## src/hw/rtl/rebp_pkg.sv

```systemverilog
// ----------------------------------------------------------------------------
// rebp_pkg
// shared constants, codes and the control point layout table
// ----------------------------------------------------------------------------
package rebp_pkg;

   localparam int unsigned REBP_COORD_WIDTH     = 16;
   localparam int unsigned REBP_TRIG_FRAC_BITS  = 14;
   localparam int unsigned REBP_IDX_WIDTH       = 4;
   localparam logic [REBP_IDX_WIDTH-1:0] REBP_LAST_IDX = 4'd12;
   localparam int unsigned REBP_CSR_INDEX_WIDTH = 1;

   // 0.2761423749 in q0.16, truncated, with a zero sign bit
   localparam int unsigned REBP_K_FRAC = 16;
   localparam logic [16:0] REBP_K_Q16  = 17'd18097;

   typedef enum logic [REBP_CSR_INDEX_WIDTH-1:0] {
      CSR_ROT_COS = 1'b0,
      CSR_ROT_SIN = 1'b1
   } rebp_csr_type;

   typedef enum logic [2:0] {
      XS_LEFT  = 3'd0,
      XS_CXM   = 3'd1,
      XS_CX    = 3'd2,
      XS_CXP   = 3'd3,
      XS_RIGHT = 3'd4
   } rebp_xsel_type;

   typedef enum logic [2:0] {
      YS_TOP    = 3'd0,
      YS_CYM    = 3'd1,
      YS_CY     = 3'd2,
      YS_CYP    = 3'd3,
      YS_BOTTOM = 3'd4
   } rebp_ysel_type;

   typedef struct packed {
      rebp_xsel_type xsel;
      rebp_ysel_type ysel;
   } rebp_layout_type;

   typedef struct packed {
      logic                      valid;
      logic                      last;
      logic [REBP_IDX_WIDTH-1:0] index;
   } rebp_tag_type;

   function automatic rebp_layout_type rebp_layout(input logic [REBP_IDX_WIDTH-1:0] idx);
      rebp_layout_type lay;
      case (idx)
         4'd0:    lay = '{XS_LEFT,  YS_CY};
         4'd1:    lay = '{XS_LEFT,  YS_CYM};
         4'd2:    lay = '{XS_CXM,   YS_TOP};
         4'd3:    lay = '{XS_CX,    YS_TOP};
         4'd4:    lay = '{XS_CXP,   YS_TOP};
         4'd5:    lay = '{XS_RIGHT, YS_CYM};
         4'd6:    lay = '{XS_RIGHT, YS_CY};
         4'd7:    lay = '{XS_RIGHT, YS_CYP};
         4'd8:    lay = '{XS_CXP,   YS_BOTTOM};
         4'd9:    lay = '{XS_CX,    YS_BOTTOM};
         4'd10:   lay = '{XS_CXM,   YS_BOTTOM};
         4'd11:   lay = '{XS_LEFT,  YS_CYP};
         4'd12:   lay = '{XS_LEFT,  YS_CY};
         default: lay = '{XS_CX,    YS_CY};
      endcase
      return lay;
   endfunction

endpackage

```

## src/hw/rtl/rebp_ifs.sv

```systemverilog
// ----------------------------------------------------------------------------
// rebp channel interfaces
// rectangle request channel and control point response channel
// ----------------------------------------------------------------------------
interface rebp_req_if
   import rebp_pkg::*;
#(
   parameter int unsigned COORD_WIDTH = REBP_COORD_WIDTH
);
   logic                          valid;
   logic                          ready;
   logic signed [COORD_WIDTH-1:0] rect_left;
   logic signed [COORD_WIDTH-1:0] rect_top;
   logic signed [COORD_WIDTH-1:0] rect_right;
   logic signed [COORD_WIDTH-1:0] rect_bottom;

   modport source (
      output valid, rect_left, rect_top, rect_right, rect_bottom,
      input  ready
   );
   modport sink (
      input  valid, rect_left, rect_top, rect_right, rect_bottom,
      output ready
   );
endinterface

interface rebp_rsp_if
   import rebp_pkg::*;
#(
   parameter int unsigned COORD_WIDTH = REBP_COORD_WIDTH
);
   logic                          valid;
   logic                          ready;
   logic [REBP_IDX_WIDTH-1:0]     point_index;
   logic signed [COORD_WIDTH-1:0] out_x;
   logic signed [COORD_WIDTH-1:0] out_y;
   logic                          last_point;

   modport source (
      output valid, point_index, out_x, out_y, last_point,
      input  ready
   );
   modport sink (
      input  valid, point_index, out_x, out_y, last_point,
      output ready
   );
endinterface

```

## src/hw/rtl/rebp_rotate.sv

```systemverilog
// ----------------------------------------------------------------------------
// rebp_rotate
// rotation pipeline: multiply, sum with rounding, truncate and saturate
// ----------------------------------------------------------------------------
module rebp_rotate
   import rebp_pkg::*;
#(
   parameter int unsigned COORD_WIDTH    = REBP_COORD_WIDTH,
   parameter int unsigned TRIG_FRAC_BITS = REBP_TRIG_FRAC_BITS
) (
   input  logic                               clock,
   input  logic                               reset,
   input  logic signed [TRIG_FRAC_BITS+1:0]   rot_cos,
   input  logic signed [TRIG_FRAC_BITS+1:0]   rot_sin,
   input  rebp_tag_type                       pt_tag,
   input  logic signed [COORD_WIDTH:0]        pt_dx,
   input  logic signed [COORD_WIDTH:0]        pt_dy,
   input  logic signed [COORD_WIDTH-1:0]      pt_cx,
   input  logic signed [COORD_WIDTH-1:0]      pt_cy,
   output logic                               adv,
   rebp_rsp_if.source                         rsp_chan
);
   localparam int unsigned CW = COORD_WIDTH;
   localparam int unsigned DW = COORD_WIDTH + 1;
   localparam int unsigned TW = TRIG_FRAC_BITS + 2;
   localparam int unsigned PW = DW + TW;
   localparam int unsigned AW = CW + TRIG_FRAC_BITS + 5;
   localparam int unsigned QW = AW - TRIG_FRAC_BITS;
   localparam logic [AW-1:0] HALF = AW'(1) << (TRIG_FRAC_BITS - 1);
   localparam logic [AW-1:0] FRAC_MASK = (AW'(1) << TRIG_FRAC_BITS) - AW'(1);

   function automatic logic [CW-1:0] sat_coord(input logic [QW-1:0] q);
      logic [QW-CW:0] top;
      top = q[QW-1:CW-1];
      if ((&top) || (~|top)) begin
         return q[CW-1:0];
      end else if (q[QW-1]) begin
         return {1'b1, {(CW-1){1'b0}}};
      end else begin
         return {1'b0, {(CW-1){1'b1}}};
      end
   endfunction

   // multiply stage
   rebp_tag_type           m_tag_ff;
   logic signed [PW-1:0]   m_xc_ff, m_ys_ff, m_xs_ff, m_yc_ff;
   logic signed [CW-1:0]   m_cx_ff, m_cy_ff;

   // sum stage
   rebp_tag_type           s_tag_ff;
   logic [AW-1:0]          s_ax_ff, s_ay_ff;

   // output stage
   rebp_tag_type           o_tag_ff;
   logic [CW-1:0]          o_x_ff, o_y_ff;

   logic [AW-1:0]          adj_x, adj_y;

   assign adv = !o_tag_ff.valid || rsp_chan.ready;

   assign adj_x = s_ax_ff + (s_ax_ff[AW-1] ? FRAC_MASK : '0);
   assign adj_y = s_ay_ff + (s_ay_ff[AW-1] ? FRAC_MASK : '0);

   always_ff @(posedge clock) begin
      if (reset) begin
         m_tag_ff <= '0;
         s_tag_ff <= '0;
         o_tag_ff <= '0;
      end else if (adv) begin
         m_tag_ff <= pt_tag;
         s_tag_ff <= m_tag_ff;
         o_tag_ff <= s_tag_ff;
      end
   end

   always_ff @(posedge clock) begin
      if (adv) begin
         m_xc_ff <= pt_dx * rot_cos;
         m_ys_ff <= pt_dy * rot_sin;
         m_xs_ff <= pt_dx * rot_sin;
         m_yc_ff <= pt_dy * rot_cos;
         m_cx_ff <= pt_cx;
         m_cy_ff <= pt_cy;

         s_ax_ff <= (AW'(m_cx_ff) << TRIG_FRAC_BITS) + AW'(m_xc_ff) + AW'(m_ys_ff) + HALF;
         s_ay_ff <= (AW'(m_cy_ff) << TRIG_FRAC_BITS) - AW'(m_xs_ff) + AW'(m_yc_ff) + HALF;

         o_x_ff <= sat_coord(adj_x[TRIG_FRAC_BITS +: QW]);
         o_y_ff <= sat_coord(adj_y[TRIG_FRAC_BITS +: QW]);
      end
   end

   assign rsp_chan.valid       = o_tag_ff.valid;
   assign rsp_chan.point_index = o_tag_ff.index;
   assign rsp_chan.last_point  = o_tag_ff.last;
   assign rsp_chan.out_x       = o_x_ff;
   assign rsp_chan.out_y       = o_y_ff;

endmodule

```

## src/hw/rtl/rotated_ellipse_bezier_points.sv

```systemverilog
// ----------------------------------------------------------------------------
// rotated_ellipse_bezier_points
// rectangle in, 13 rotated cubic bezier control points of the ellipse out
//
//   channel   dir   handshake      word
//   req_chan  in    valid / ready  rect_left, rect_top, rect_right, rect_bottom
//   rsp_chan  out   valid / ready  point_index, out_x, out_y, last_point
//   csr       in    csr_we         csr_index, csr_wdata (rot_cos, rot_sin)
//
// the point sequencer issues one point per cycle unless the response channel stalls;
// the next rectangle waits in the input stage; points pass geometry, point and rotate stages
// synchronous reset empties the pipeline and sets rot_cos to 1.0, rot_sin to 0
// a response word left waiting holds every stage; nothing is dropped or repeated
// ----------------------------------------------------------------------------
module rotated_ellipse_bezier_points
   import rebp_pkg::*;
#(
   parameter int unsigned COORD_WIDTH    = REBP_COORD_WIDTH,
   parameter int unsigned TRIG_FRAC_BITS = REBP_TRIG_FRAC_BITS
) (
   input  logic                             clock,
   input  logic                             reset,
   rebp_req_if.sink                         req_chan,
   rebp_rsp_if.source                       rsp_chan,
   input  logic                             csr_we,
   input  logic [REBP_CSR_INDEX_WIDTH-1:0]  csr_index,
   input  logic [TRIG_FRAC_BITS+1:0]        csr_wdata
);
   localparam int unsigned CW  = COORD_WIDTH;
   localparam int unsigned DW  = COORD_WIDTH + 1;
   localparam int unsigned TW  = TRIG_FRAC_BITS + 2;
   localparam int unsigned KW  = $bits(REBP_K_Q16);
   localparam int unsigned OPW = DW + KW;
   localparam logic [OPW-1:0] K_BIAS = (OPW'(1) << REBP_K_FRAC) - OPW'(1);

   // rotation registers
   logic signed [TW-1:0] cos_ff, sin_ff;

   always_ff @(posedge clock) begin
      if (reset) begin
         cos_ff <= {2'b01, {TRIG_FRAC_BITS{1'b0}}};
         sin_ff <= '0;
      end else if (csr_we) begin
         case (rebp_csr_type'(csr_index))
            CSR_ROT_COS: cos_ff <= csr_wdata;
            CSR_ROT_SIN: sin_ff <= csr_wdata;
            default: ;
         endcase
      end
   end

   logic adv;

   // input stage
   logic            in_vld_ff, in_vld_in, in_free, req_take;
   logic [CW-1:0]   in_l_ff, in_t_ff, in_r_ff, in_b_ff;
   logic [DW-1:0]   in_w_ff, in_h_ff, in_sx_ff, in_sy_ff;

   // geometry stage, held while its points are issued
   logic                       geo_vld_ff, geo_vld_in, geo_free;
   logic [REBP_IDX_WIDTH-1:0]  seq_idx_ff, seq_idx_in;
   logic [CW-1:0]              geo_l_ff, geo_t_ff, geo_r_ff, geo_b_ff;
   logic [CW-1:0]              geo_cx_ff, geo_cy_ff;
   logic [DW-1:0]              geo_ox_ff, geo_oy_ff;
   logic [OPW-1:0]             ox_prod, oy_prod, ox_adj, oy_adj;
   logic [DW-1:0]              sx_adj, sy_adj;
   logic                       seq_last;

   // point stage
   rebp_tag_type               pt_tag_ff;
   logic signed [DW-1:0]       pt_dx_ff, pt_dy_ff;
   logic signed [CW-1:0]       pt_cx_ff, pt_cy_ff;
   rebp_layout_type            lay;
   logic [DW-1:0]              dx, dy;

   assign seq_last = (seq_idx_ff == REBP_LAST_IDX);
   assign geo_free = !geo_vld_ff || (adv && seq_last);
   assign in_free  = !in_vld_ff || geo_free;
   assign req_chan.ready = in_free;
   assign req_take = req_chan.valid && in_free;
   assign in_vld_in  = in_free ? req_chan.valid : in_vld_ff;
   assign geo_vld_in = geo_free ? in_vld_ff : geo_vld_ff;

   always_comb begin
      seq_idx_in = seq_idx_ff;
      if (adv && geo_vld_ff) begin
         seq_idx_in = seq_last ? '0 : seq_idx_ff + 1'b1;
      end
   end

   always_ff @(posedge clock) begin
      if (reset) begin
         in_vld_ff  <= 1'b0;
         geo_vld_ff <= 1'b0;
         seq_idx_ff <= '0;
         pt_tag_ff  <= '0;
      end else begin
         in_vld_ff  <= in_vld_in;
         geo_vld_ff <= geo_vld_in;
         seq_idx_ff <= seq_idx_in;
         if (adv) begin
            pt_tag_ff <= '{valid: geo_vld_ff, last: seq_last, index: seq_idx_ff};
         end
      end
   end

   always_ff @(posedge clock) begin
      if (req_take) begin
         in_l_ff  <= req_chan.rect_left;
         in_t_ff  <= req_chan.rect_top;
         in_r_ff  <= req_chan.rect_right;
         in_b_ff  <= req_chan.rect_bottom;
         in_w_ff  <= {req_chan.rect_right[CW-1], req_chan.rect_right}
                   - {req_chan.rect_left[CW-1], req_chan.rect_left};
         in_h_ff  <= {req_chan.rect_bottom[CW-1], req_chan.rect_bottom}
                   - {req_chan.rect_top[CW-1], req_chan.rect_top};
         in_sx_ff <= {req_chan.rect_right[CW-1], req_chan.rect_right}
                   + {req_chan.rect_left[CW-1], req_chan.rect_left};
         in_sy_ff <= {req_chan.rect_bottom[CW-1], req_chan.rect_bottom}
                   + {req_chan.rect_top[CW-1], req_chan.rect_top};
      end
   end

   // offsets and centre, truncated toward zero
   assign ox_prod = OPW'($signed(in_w_ff) * $signed(REBP_K_Q16));
   assign oy_prod = OPW'($signed(in_h_ff) * $signed(REBP_K_Q16));
   assign ox_adj  = ox_prod + (ox_prod[OPW-1] ? K_BIAS : '0);
   assign oy_adj  = oy_prod + (oy_prod[OPW-1] ? K_BIAS : '0);
   assign sx_adj  = in_sx_ff + DW'(in_sx_ff[DW-1]);
   assign sy_adj  = in_sy_ff + DW'(in_sy_ff[DW-1]);

   always_ff @(posedge clock) begin
      if (geo_free && in_vld_ff) begin
         geo_l_ff  <= in_l_ff;
         geo_t_ff  <= in_t_ff;
         geo_r_ff  <= in_r_ff;
         geo_b_ff  <= in_b_ff;
         geo_ox_ff <= ox_adj[REBP_K_FRAC +: DW];
         geo_oy_ff <= oy_adj[REBP_K_FRAC +: DW];
         geo_cx_ff <= sx_adj[DW-1:1];
         geo_cy_ff <= sy_adj[DW-1:1];
      end
   end

   // offsets of the current point from the centre
   always_comb begin
      lay = rebp_layout(seq_idx_ff);
      case (lay.xsel)
         XS_LEFT:  dx = {geo_l_ff[CW-1], geo_l_ff} - {geo_cx_ff[CW-1], geo_cx_ff};
         XS_CXM:   dx = '0 - geo_ox_ff;
         XS_CX:    dx = '0;
         XS_CXP:   dx = geo_ox_ff;
         XS_RIGHT: dx = {geo_r_ff[CW-1], geo_r_ff} - {geo_cx_ff[CW-1], geo_cx_ff};
         default:  dx = '0;
      endcase
      case (lay.ysel)
         YS_TOP:    dy = {geo_t_ff[CW-1], geo_t_ff} - {geo_cy_ff[CW-1], geo_cy_ff};
         YS_CYM:    dy = '0 - geo_oy_ff;
         YS_CY:     dy = '0;
         YS_CYP:    dy = geo_oy_ff;
         YS_BOTTOM: dy = {geo_b_ff[CW-1], geo_b_ff} - {geo_cy_ff[CW-1], geo_cy_ff};
         default:   dy = '0;
      endcase
   end

   always_ff @(posedge clock) begin
      if (adv) begin
         pt_dx_ff <= dx;
         pt_dy_ff <= dy;
         pt_cx_ff <= geo_cx_ff;
         pt_cy_ff <= geo_cy_ff;
      end
   end

   rebp_rotate #(
      .COORD_WIDTH    (COORD_WIDTH),
      .TRIG_FRAC_BITS (TRIG_FRAC_BITS)
   ) u_rotate (
      .clock    (clock),
      .reset    (reset),
      .rot_cos  (cos_ff),
      .rot_sin  (sin_ff),
      .pt_tag   (pt_tag_ff),
      .pt_dx    (pt_dx_ff),
      .pt_dy    (pt_dy_ff),
      .pt_cx    (pt_cx_ff),
      .pt_cy    (pt_cy_ff),
      .adv      (adv),
      .rsp_chan (rsp_chan)
   );

endmodule

```

## src/flat_wrapper.sv

```systemverilog
// flat-port wrapper written by rule: the top's interface ports become plain ports
module rotated_ellipse_bezier_points_flat import rebp_pkg::*;
#(
   parameter int unsigned COORD_WIDTH    = REBP_COORD_WIDTH,
   parameter int unsigned TRIG_FRAC_BITS = REBP_TRIG_FRAC_BITS
)
  (clock, reset, csr_we, csr_index, csr_wdata, req_chan_valid, req_chan_rect_left, req_chan_rect_top, req_chan_rect_right, req_chan_rect_bottom, req_chan_ready, rsp_chan_valid, rsp_chan_point_index, rsp_chan_out_x, rsp_chan_out_y, rsp_chan_last_point, rsp_chan_ready);
  rebp_req_if #(.COORD_WIDTH(COORD_WIDTH)) req_chan_i ();
  rebp_rsp_if #(.COORD_WIDTH(COORD_WIDTH)) rsp_chan_i ();
  input  logic clock;
  input  logic reset;
  input  logic csr_we;
  input  logic [REBP_CSR_INDEX_WIDTH-1:0] csr_index;
  input  logic [TRIG_FRAC_BITS+1:0] csr_wdata;
  input wire logic [$bits(req_chan_i.valid)-1:0] req_chan_valid;
  input wire logic [$bits(req_chan_i.rect_left)-1:0] req_chan_rect_left;
  input wire logic [$bits(req_chan_i.rect_top)-1:0] req_chan_rect_top;
  input wire logic [$bits(req_chan_i.rect_right)-1:0] req_chan_rect_right;
  input wire logic [$bits(req_chan_i.rect_bottom)-1:0] req_chan_rect_bottom;
  output wire logic [$bits(req_chan_i.ready)-1:0] req_chan_ready;
  output wire logic [$bits(rsp_chan_i.valid)-1:0] rsp_chan_valid;
  output wire logic [$bits(rsp_chan_i.point_index)-1:0] rsp_chan_point_index;
  output wire logic [$bits(rsp_chan_i.out_x)-1:0] rsp_chan_out_x;
  output wire logic [$bits(rsp_chan_i.out_y)-1:0] rsp_chan_out_y;
  output wire logic [$bits(rsp_chan_i.last_point)-1:0] rsp_chan_last_point;
  input wire logic [$bits(rsp_chan_i.ready)-1:0] rsp_chan_ready;
  assign req_chan_i.valid = req_chan_valid;
  assign req_chan_i.rect_left = req_chan_rect_left;
  assign req_chan_i.rect_top = req_chan_rect_top;
  assign req_chan_i.rect_right = req_chan_rect_right;
  assign req_chan_i.rect_bottom = req_chan_rect_bottom;
  assign req_chan_ready = req_chan_i.ready;
  assign rsp_chan_valid = rsp_chan_i.valid;
  assign rsp_chan_point_index = rsp_chan_i.point_index;
  assign rsp_chan_out_x = rsp_chan_i.out_x;
  assign rsp_chan_out_y = rsp_chan_i.out_y;
  assign rsp_chan_last_point = rsp_chan_i.last_point;
  assign rsp_chan_i.ready = rsp_chan_ready;
  rotated_ellipse_bezier_points #(.COORD_WIDTH(COORD_WIDTH), .TRIG_FRAC_BITS(TRIG_FRAC_BITS)) u_core (.clock(clock), .reset(reset), .req_chan(req_chan_i), .rsp_chan(rsp_chan_i), .csr_we(csr_we), .csr_index(csr_index), .csr_wdata(csr_wdata));
endmodule
```

## config.mk

```make
export PLATFORM = sky130hd
export DESIGN_NAME = rotated_ellipse_bezier_points_flat
export DESIGN_NICKNAME = d
export VERILOG_FILES = /design/src/hw/rtl/rebp_pkg.sv /design/src/hw/rtl/rebp_ifs.sv /design/src/hw/rtl/rebp_rotate.sv /design/src/hw/rtl/rotated_ellipse_bezier_points.sv /design/src/flat_wrapper.sv
export SDC_FILE = /design/constraint.sdc
export NUM_CORES = 2
export LEC_CHECK = 0
export ABC_AREA = 1
export BUFFER_PORTS_ARGS = -buffer_cell sky130_fd_sc_hd__buf_2
export CAP_MARGIN = 20
export CORE_MARGIN = 3
export CORE_UTILIZATION = 30
export CTS_CLUSTER_DIAMETER = 60
export DETAILED_ROUTE_END_ITERATION = 12
export PLACE_DENSITY = 0.53
export SETUP_SLACK_MARGIN = 0.1
export SLEW_MARGIN = 15
export SYNTH_ARGS = -nofsm -noshare
export SYNTH_HDL_FRONTEND = slang
export SYNTH_HIERARCHICAL = 1
export SYNTH_SLANG_ARGS = --single-unit
export TNS_END_PERCENT = 5
```

## constraint.sdc

```tcl
create_clock -name clock -period 20.5 [get_ports clock]
set_input_delay 1.025 -clock clock [delete_from_list [all_inputs] [get_ports clock]]
set_output_delay 1.025 -clock clock [all_outputs]
set_load 0.03 [all_outputs]
```

# After elaboration in Yosys (flattened, before gate mapping)
# Memory sizes are Yosys's and may differ from the RTL's. A register that Yosys moved wholly into a read port is not among the register bits.
# Index checks and enable logic that the tools add are counted.
# op_classes
n_bitwise	1
n_eq_ne	7
addsub	23
multipliers	6
reduce_logical	22
n_mux	13
# op_table
cell	n
$pmux 17 s4	2
$mul 17x16->33	4
$sub 16x16->17	6
$mux 16	6
$add 34x33->35	2
$add 35x14->35	2
$add 35x14->35 const B	2
$add 33x16->33	2
$mul 17x16->33 const B	2
$add 16x16->17	2
$add 17x1->17	2
$add 30x33->34	1
$sub 1x17->17 const A	2
$sub 30x33->34	1
$mux 14	2
$mux 4	3
$reduce_and 6->1	2
$reduce_or 6->1	2
$eq 3x1->1 const B	2
$eq 3x2->1 const B	2
$eq 3x3->1 const B	2
$logic_not 3->1	2
$logic_not 1->1	5
$logic_or 1x1->1	5
5 further kinds	9
# word_totals
memories	1
regBits	656
rom_bits	96
output_inout_bits	39
input_bits	86
# memory_table
memory	words	width	rd	rd_ports_with_merged_regs	write_ports	line_no	source
(name not given)	16	6	1	1	0	rebp_pkg.sv:51	case (idx)

# Logic depth before layout (Yosys ltp)
# logic_depth
word_depth	6
mapped_depth	39
depth_no_buf	39

# Cells and area by module
# The synthesis kept the hierarchy.
# by_module_without_submodules
mod	n_inst	area_each_um2	cells_each
rebp_rotate	1	59221.8	7148
rotated_ellipse_bezier_points	1	32100.8	3706

# Least setup slack after synthesis
# OpenSTA, ideal clock, no wires.
# synth_timing
path_type	in2reg
startpoint	in rsp_chan_ready
endpoint	reg u_core.geo_b_ff[0], enable pin
arrival_ns	16.732
n_path_buf	2
setup_slack_ns	3.148
path_stages	8
cell_sequence	nor2_1 clkinv_1 clkbuf_1 clkbuf_1 inv_1 o21ai_0 inv_1 nor2_1
# synth_between
elab_chain_len	4
# synth_lines
element	line_no	source
from (decl)	flat_wrapper.sv:26	input wire logic [$bits(rsp_chan_i.ready)-1:0] rsp_chan_ready;
$logic_or 1x1->1	rebp_rotate.sv:59	assign adv = !o_tag_ff.valid || rsp_chan.ready;
via u_core.adv	rotated_ellipse_bezier_points.sv:52	logic adv;
$logic_and 1x1->1	rotated_ellipse_bezier_points.sv:77	assign geo_free = !geo_vld_ff || (adv && seq_last);
$logic_or 1x1->1	rotated_ellipse_bezier_points.sv:77	
$logic_and 1x1->1	rotated_ellipse_bezier_points.sv:133	if (geo_free && in_vld_ff) begin
to (signal assigned)	rotated_ellipse_bezier_points.sv:137	geo_b_ff <= in_b_ff;
to (decl)	rotated_ellipse_bezier_points.sv:62	logic [CW-1:0] geo_l_ff, geo_t_ff, geo_r_ff, geo_b_ff;
# The timed path passes the listed nets, and every way through them passes these cells.
# A chain may end at the register's enable or synchronous reset.

# Worst setup path in the final report
# layout_timing
startpoint	reg u_core.cos_ff[15]
endpoint	reg u_core.u_rotate.m_xc_ff[29] (data pin)
# layout_between
elab_chain_len	1
# layout_lines
element	line_no	source
from (decl)	rotated_ellipse_bezier_points.sv:37	logic signed [TW-1:0] cos_ff, sin_ff;
from (signal assigned)	rotated_ellipse_bezier_points.sv:41	cos_ff <= {2'b01, {TRIG_FRAC_BITS{1'b0}}};
from (signal assigned)	rotated_ellipse_bezier_points.sv:45	CSR_ROT_COS: cos_ff <= csr_wdata;
$mul 17x16->33	rebp_rotate.sv:78	m_xc_ff <= pt_dx * rot_cos;
to (signal assigned)	rebp_rotate.sv:78	
to (decl)	rebp_rotate.sv:46	logic signed [PW-1:0] m_xc_ff, m_ys_ff, m_xs_ff, m_yc_ff;
# No other way between the ends.

==> impl_metrics.ini <==
[worst_setup_path]
slowest_delay_ns = 0.72
crit_family = adder cells
end_kind = flop
cp_slowest_cell = clkinv_1
cp.arrival_ns = 7.52
rr_worst_depth = 20
crit_top_cell = fa_1
critPathKind = flop to flop
cp.depth = 20
crit_required_ns = 20.99
cp.buffers_inverters = 4
startpoint_type = flop
critPathMaxFanout = 15
crit_chain = clkinv_1, buf_4, nor2_1, fa_1, fa_1, fa_1, fa_1, fa_1, inv_1, fa_1, inv_1, ha_1, a21oi_1, o21ai_0, a21oi_1, nand3_1, nand2_1, nand2_1, a21oi_1, xor2_1

[cells_and_area]
drive_above_1_share_pct = 4.66
syn_to_final_growth_pct = 9.16
nets = 13131
layout.cells.non_filler = 14923
final_cell_area_um2 = 99700

[clock_network]
cts-hold-fix-buffers = 0
clk_pin_slew_worst_paths_ns = 0.07
cts_buffer_depth = 3
clk_latency_ns = 0.74
postCtsSetupBuffers = 0
cts_resized = 0
htreeDepth = 3
cts_made_buffers = 91
root_buffer = clkbuf_16
cts_num_sinks = 660
cts_tree = yes

[yosys]
yosysMostFrequentCell = inv_1
yosys_warnings = 6
avgSynthCellArea_um2 = 8.41
synth-seq-cells = 660
synthArstFlopShare_pct = 0
synth_top_area_share_pct = 28.5
synth_edf_count = 592
ys_seq_area_share_pct = 21.0
synthCells = 10854
yosysUniqueCellTypes = 71
yosys.area.top_type = fa_1
yosys-top-cells-count = 2,880 x inv_1, 2,364 x nand2_1, 1,302 x fa_1
synth_flop_cell = edfxtp_1
synth_area_leaders = fa_1 29%, edfxtp_1 19%, ha_1 12%
syn_nets = 13106
syn_area_um2 = 91300

[detailed_routing]
dr_total_vias = 67338
drc = 0
avgRoutedWirePerCell_um = 15.9
vias_per_cell = 4.51
drt-initial-drc-count = 4625
drtPass1Iterations = 6
wirelength_um = 237000
ant_nets = 0

[floorplan]
dieArea_um2 = 311000
die_h_um = 558
io_pins = 125
std_cell_rows = 201
start_util_pct = 30.3
die_x_um = 558
coreArea_um2 = 301000

[sta]
maxSlewViolCount = 0
setup_viol = 0
tightest_slew_ns = 1.14
fin_ws_ns = 13.47
relSlewSlack_pct = 24.1
rsz0062_at_grt = no
fmax_mhz = 142
hold_viol = 0
period_minus_slack_ns = 7.03
post-route-period-util_pct = 34.3
final.setup.tns_ns = 0
fin_skew_ns = 0.0365

[job]
max_cap_violations = 0

[global_routing]
overflow = 0
antenna_found_initial = 15
grt_pass1_vias = 68118
grt_pass1_wl_um = 382000
grt_max_degree = 166
grtUsageTotal_pct = 15.5

[min_path]
hold_depth = 0
hp-class = flop to flop

[placed_design]
routabilityCongestion = 0.893
dp_hpwl_um = 189000
dp.cells = 14743
pre_cts_ws_ns = 13.59
postPlaceCellArea_um2 = 96500
port_buffers = 124

[run_status]
status = completed
-- logic make-up (layout without fill, tap and decap cells) --
kind of cell               Yosys count  count (layout)  synth area share [%]
DFF                                660             660                  21.0
buffers and inverters             3166            3267                  13.1
muxes                               34              34                 0.411
other                                0              10                     0
adders and majority gates         2168            2168                  40.4
and+or+nand+nor                   3537            3537                  15.8
AOI/OAI and AO/OA                  902             902                  5.61
xor gates and xnor gates           387             387                  3.74
-- cell type report --
class                   instances  area, um2
repair buffers                203       1250
fillers                     31742     202000
inverters                    2895      10900
well taps                    3958       4950
flip-flops and latches        660      19100
clock buffers                  99       2320
clock inverters                70        865
diodes                         10       25.0
multi-input cells            7028      60300
-- path summary, 6_finish.rpt --
kind                     startpoint                           to  slack [ns]
setup / recovery  u_core/cos_ff[15]  u_core/u_rotate/m_xc_ff[29]       13.47
hold / removal    u_core/in_r_ff[9]           u_core/geo_r_ff[9]        0.41
setup reg to reg  u_core/cos_ff[15]  u_core/u_rotate/m_xc_ff[29]       13.47
hold reg to reg   u_core/in_r_ff[9]           u_core/geo_r_ff[9]        0.41
-- metal layers --
layer | GRT usage [%] | part of all wire, %
met5 | 0 | 0.0046
met4 | 3.51 | 2.3
met3 | 2.06 | 5.4
met2 | 24.6 | 45
met1 | 22.4 | 47
-- per-stage QoR --
stage	utilization [%]	hold WS [ns]
6_report	33.1	0.410
5_1_grt	33.1	0.418
4_1_cts	33.1	0.402
3_5_place_dp	32.0	0.405
3_3_place_gp	32.0	0.401
2_1_floorplan	-	0.400
-- flip-flops by register name, summed over array words and instances (netlist names), 17 cells and up --
signal / flops
u_core/pt_dy_ff: 17
u_core/geo_ox_ff: 17
u_core/in_w_ff: 17
u_core/u_rotate/m_ys_ff: 33
u_core/pt_dx_ff: 17
u_core/u_rotate/m_xs_ff: 33
u_core/u_rotate/m_xc_ff: 33
u_core/in_h_ff: 17
u_core/geo_oy_ff: 17
u_core/u_rotate/s_ay_ff: 35
u_core/u_rotate/m_yc_ff: 33
u_core/u_rotate/s_ax_ff: 35
-- layout by cell type (no fill, tap or decap), types with 28 or more instances in the layout --
cell type  instances
a21o_1            39
a21oi_1          413
a31oi_1           34
buf_2            124
buf_4             77
clkbuf_16         91
dfxtp_1           67
edfxtp_1         592
fa_1            1302
ha_1             864
inv_1           2879
mux2_2            28
nand2_1         2364
nand2_2           30
nand3_1          302
nand4_1           66
nor2_1           578
nor3_1            87
o21ai_0          241
o21bai_1          46
xnor2_1          103
xor2_1           280
Power is not shown: default switching activity piles up to over one toggle a cycle in this logic, so the estimate is an artifact.
